--- config.mk ---
export PLATFORM = sky130hd
export DESIGN_NAME = cpt_mul
export DESIGN_NICKNAME = d
export VERILOG_FILES = /design/src/rtl/cpt_mul.sv
export SDC_FILE = /design/constraint.sdc
export NUM_CORES = 2
export LEC_CHECK = 0
export ABC_AREA = 1
export BUFFER_PORTS_ARGS = -buffer_cell sky130_fd_sc_hd__buf_2
export CAP_MARGIN = 40
export CORE_UTILIZATION = 65
export DETAILED_ROUTE_END_ITERATION = 6
export PLACE_DENSITY = 0.83
export SYNTH_ARGS = -nofsm -noshare
export SYNTH_HDL_FRONTEND = slang
export SYNTH_SLANG_ARGS = --single-unit
export TNS_END_PERCENT = 100
--- constraint.sdc ---
create_clock -name i_clk -period 11.4 [get_ports i_clk]
set_input_delay 0.57 -clock i_clk [delete_from_list [all_inputs] [get_ports i_clk]]
set_output_delay 0.57 -clock i_clk [all_outputs]
set_load 0.02 [all_outputs]
--- src/rtl/cpt_mul.sv ---
// Two-stage signed multiplier built from narrow partial products.
`default_nettype none

module cpt_mul #(
    parameter int AW = 26,
    parameter int BW = 26
) (
    input  logic                 i_clk,
    input  logic                 i_en,
    input  logic signed [AW-1:0] i_a,
    input  logic signed [BW-1:0] i_b,
    output logic signed [AW+BW-1:0] o_p
);

    localparam int CW = 26;
    localparam int NA = (AW + CW - 1) / CW;
    localparam int NB = (BW + CW - 1) / CW;
    localparam int PW = 2 * CW + 2;
    localparam int SW = (NA + NB) * CW + 2;

    logic signed [NA*CW-1:0] ae;
    logic signed [NB*CW-1:0] be;
    logic signed [CW:0]      ach [NA];
    logic signed [CW:0]      bch [NB];
    logic signed [PW-1:0]    r_pp [NA][NB];
    logic signed [SW-1:0]    acc;
    logic signed [AW+BW-1:0] r_p;

    assign ae = (NA*CW)'(i_a);
    assign be = (NB*CW)'(i_b);

    // Low chunks are unsigned; only the top chunk carries the sign.
    always_comb begin
        for (int i = 0; i < NA; i++) begin
            if (i == NA - 1) begin
                ach[i] = {ae[NA*CW-1], ae[i*CW +: CW]};
            end else begin
                ach[i] = {1'b0, ae[i*CW +: CW]};
            end
        end
        for (int j = 0; j < NB; j++) begin
            if (j == NB - 1) begin
                bch[j] = {be[NB*CW-1], be[j*CW +: CW]};
            end else begin
                bch[j] = {1'b0, be[j*CW +: CW]};
            end
        end
    end

    always_ff @(posedge i_clk) begin
        if (i_en) begin
            for (int i = 0; i < NA; i++) begin
                for (int j = 0; j < NB; j++) begin
                    r_pp[i][j] <= ach[i] * bch[j];
                end
            end
        end
    end

    always_comb begin
        acc = '0;
        for (int i = 0; i < NA; i++) begin
            for (int j = 0; j < NB; j++) begin
                acc = acc + (SW'(r_pp[i][j]) <<< ((i + j) * CW));
            end
        end
    end

    always_ff @(posedge i_clk) begin
        if (i_en) begin
            r_p <= acc[AW+BW-1:0];
        end
    end

    assign o_p = r_p;

endmodule

`default_nettype wire

# Word-level counts from Yosys, hierarchy flattened
# Memory sizes are Yosys's and may differ from the RTL's. A register that Yosys moved wholly into a read port is not among the register bits.
# Index checks and enable logic that the tools add are counted.
[word_totals]
romBits = 0
ram_bits = 54
mem_count = 1
latch_bits = 0
elab_cells = 4
register_bits = 0
[memory_table]
columns = ["name", "depth", "width", "read_ports", "rd_clocked_by_memory_dff", "wr", "line_no", "source"]
rows = [
  ["r_pp", 1, 54, 1, 1, 1, "25", "logic signed [PW-1:0] r_pp [NA][NB];"],
]
[classes]
n_mul = 1
shifts = 0
n_bitwise = 0
div = 0
n_eq_ne = 0
n_lt_le_gt_ge = 0
n_mux = 2
add_sub_neg = 0
n_reduce_logical = 0
[ops]
columns = ["op", "count"]
rows = [
  ["26-bit by 26-bit multiplier with 52-bit output", 1],
  ["1-bit two-way mux", 2],
]

# Depth between registers and ports, before layout
[depth]
word_depth = 2
mapped_depth = 31

# Least setup slack after synthesis
# Ideal clock, no wire load.
[synth_path]
path_type = "input -> register"
start = "input i_a[25]"
end = "memory r_pp[0][52] in the netlist's numbering (data pin)"
setup_slack_ns = 4.497
t_arrival_ns = 6.650
setup_time_ns = 0.252
t_required_ns = 11.148
path_stages = 27
cell_sequence = "clkbuf_1 > clkbuf_1 > nand2_1 > inv_1 > fa_1 > fa_1 > inv_1 > fa_1 > inv_1 > fa_1 > inv_1 > fa_1 > fa_1 > fa_1 > inv_1 > ha_1 > inv_1 > nor3_1 > nand2_1 > nor2_1 > inv_1 > nor2_1 > nand2_1 > nand3_2 > inv_1 > nand2_1 > nand2_1"
[synth_via]
elab_chain_cells = 1
[synth_rtl]
columns = ["item", "line_no", "source"]
rows = [
  ["start: declaration", "10", "input logic signed [AW-1:0] i_a,"],
  ["26-bit by 26-bit multiplier with 52-bit output", "54", "r_pp[i][j] <= ach[i] * bch[j];"],
  ["end: declaration", "25", ""],
]
# Every way passes these cells.

# Worst setup path in the final report
[layout_path]
start = "input i_b[2]"
end = "memory r_pp[0][52] in the netlist's numbering (data pin)"
[layout_via]
elab_chain_cells = 1
[layout_rtl]
columns = ["item", "line_no", "source"]
rows = [
  ["start: declaration", "11", "input logic signed [BW-1:0] i_b,"],
  ["26-bit by 26-bit multiplier with 52-bit output", "54", ""],
]
# Every way passes these cells.

==> flow_metrics.tcl <==
set metrics [dict create \
    areaGrowthSynthToFinish_pct 3.59 \
    drc 0 \
    worstReg2RegEnd "o_p[44]" \
    grt_overflow 0 \
    cts_tree "yes" \
    async_reset_ff_frac 0 \
    worst_pin_slew_ps 812 \
    initial_utilization 0.664 \
    pre_cts_slack_ps 3850 \
    die-area_um2 46300 \
    r2r_start "r_pp[0][44]" \
    drt_iter0_markers 1860 \
    synth-edff-count 104 \
    layout_min_cycle_time_ps 7190 \
    synthesis.nets 4498 \
    crit_end "r_pp[0][52]" \
    yosysSeqAreaShare 0.106 \
    worst-path-max-fanout 26 \
    antenna_left 0 \
    ys_warn_count 0 \
    syn_area_per_cell_um2 8.24 \
    rrSetupSlack_ps 10680 \
    first_global_vias 24500 \
    crit_start "i_b[2]" \
    path_clk_slew_ps 70 \
    skew_ps 11.3 \
    synth.distinct_cells 28 \
    viasPerCell 5.32 \
    drv_slew 0 \
    path_class "primary input to flip-flop" \
    maxCapViolations 0 \
    rr_worst_depth 0 \
    first_pass_iters 7 \
    synth_area_um2 29600 \
    finalCritPeriodShare 0.630 \
    relSlewSlack 0.457 \
    synth_ff_type "edfxtp_1" \
    syn_inst 3588 \
    fmax_mhz 139 \
    synth_top_cell_by_area "fa_1" \
    start_kind "primary input" \
    finalNetCount 4462 \
    cts-buffers-inserted 9 \
    crit_arrival_ps 7300 \
    die-height_um 215 \
    post_cts_buffers 0 \
    rsz0062_at_grt "no" \
    grt_max_degree 56 \
    postPlaceCellArea_um2 30300 \
    drt-wirelength-per-cell_um 17.1 \
    hp-class "flip-flop to flip-flop" \
    grt_pass1_wl_um 120000 \
    grtUsageTotal 0.330 \
    totalWireLength_um 70800 \
    route.vias.total 22100 \
    synth_top_area_share 0.481 \
    ys_ff_latch 104 \
    clkLatencyLatePin_ps 360 \
    critPathRequiredTime_ps 11510 \
    ctsHtreeMaxLevel 3 \
    antenna_found_initial 2 \
    status "complete, no violations" \
    setup_viol_count_final 0 \
    clock-sinks 104 \
    cts_buffer_depth 2 \
    port_buffers 105 \
    holdWs_ps 419 \
    num_rows 77 \
    crit_path_end_kind "flip-flop" \
    hold_viol 0 \
    die_w_um 215 \
    synth.area.top_cells "fa_1 48%, inv_1 15%, nand2_1 12%" \
    cts_repair_resize_count 0 \
    layout-drive-gt1-share 0.0453 \
    gp_congestion 0.977 \
    fin_area_um2 30600 \
    cts_hold_buf 0 \
    setup_ws_ps 4210 \
    hpwl_um 59400 \
    cts_root_buffer "clkbuf_16" \
    io_pins 106 \
    core_region_area_um2 44500 \
    fin_tns_setup_ps 0 \
]
-- cells in the mapped netlist (all sizes together) (4+ instances only) --
| master | count |
|---|---|
| inv | 1180 |
| nand2 | 976 |
| fa | 710 |
| clkbuf | 155 |
| ha | 146 |
| edfxtp | 104 |
| nor2 | 104 |
| a21oi | 57 |
| nand3 | 45 |
| o21ai | 31 |
| xor2 | 25 |
| nand4 | 18 |
| nor3 | 14 |
| xnor2 | 9 |
| or2 | 5 |
| o21bai | 4 |
-- cell type report --
cell class | instances | area, µm²
Multi-Input combinational cell | 2148 | 21400
Fill cell | 3461 | 13900
Inverter | 1181 | 4430
Sequential cell | 104 | 3120
Tap cell | 592 | 741
Timing Repair Buffer | 108 | 571
Clock buffer | 9 | 225
Clock inverter | 7 | 103
Antenna cell | 1 | 2.50
-- through the flow --
| stage | utilization | std cells |
|---|---|---|
| 6_report | 0.688 | 4150 |
| 2_1_floorplan | - | 3588 |
| 4_1_cts | 0.688 | 4149 |
| 3_3_place_gp | 0.680 | 4132 |
| 5_1_grt | 0.688 | 4150 |
| 3_5_place_dp | 0.680 | 4133 |
-- cells in the final DEF (no fill, tap or decap), drive strengths merged --
cell and n:
bufinv 2, diode 1, and2 1, nand2 976, clkinv 2, o21bai 4, nand3 45, xor2 25
o21ai 31, ha 146, inv 1183, buf 108, nand4 18, fa 710, nor2 104, clkbuf 9
a21boi 1, xnor2 9, a21oi 57, edfxtp 104, or2 5, and3 2, nor3 14, clkinvlp 1
-- critical path, stage by stage --
cell     delay (ps)
buf_2           450
nand2_1         170
inv_1           170
fa_1            560
fa_1            690
inv_1           200
fa_1            540
inv_1           440
fa_1            530
fa_1            580
fa_1            440
fa_1            450
ha_1            420
nand2_1         170
nor2_2          180
nand2_1         120
nor2_1          150
inv_1            50
nor2_1           80
nand2_1          70
nand3_2          90
inv_1            40
nand2_1          50
nand2_1          50
-- logic make-up (layout without fill, tap and decap cells) --
logic type / after synthesis / after routing / share of synthesized area
fa+ha+maj: 856 / 856 / 0.543
simple gates: 1165 / 1165 / 0.155
xor+xnor: 34 / 34 / 0.0101
compound gates: 93 / 93 / 0.0164
buf+inv: 1336 / 1305 / 0.170
other cells: 0 / 1 / 0
flops: 104 / 104 / 0.106
-- metal layers --
layer / track usage / wire, µm / up-vias
li1: - / - / 9843
met1: 0.401 / 25500 / 10800
met2: 0.581 / 35700 / 1126
met3: 0.0416 / 5540 / 291
met4: 0.163 / 4040 / 2
met5: 0 / 14 / -
-- worst min-delay path by stage --
| stage | slack, ps | cells after the start | start | end |
|---|---|---|---|---|
| 6_report | 420 | 0 | r_pp[0][23] | o_p[23] |
| 5_1_grt | 420 | 0 | r_pp[0][17] | o_p[17] |
| 4_1_cts | 420 | 0 | r_pp[0][26] | o_p[26] |
| 3_5_place_dp | 400 | 0 | r_pp[0][26] | o_p[26] |
| 3_3_place_gp | 400 | 0 | r_pp[0][3] | o_p[3] |
| 2_1_floorplan | 400 | 0 | r_pp[0][52] | acc[52] |
-- state kept, by name, summed over array words and instances, names as in the netlist --
| register | cells |
|---|---|
| r_pp | 52 |
| o_p | 51 |
| acc | 1 |
Power is not shown: default switching activity piles up to over one toggle a cycle in this logic, so the estimate is an artifact.
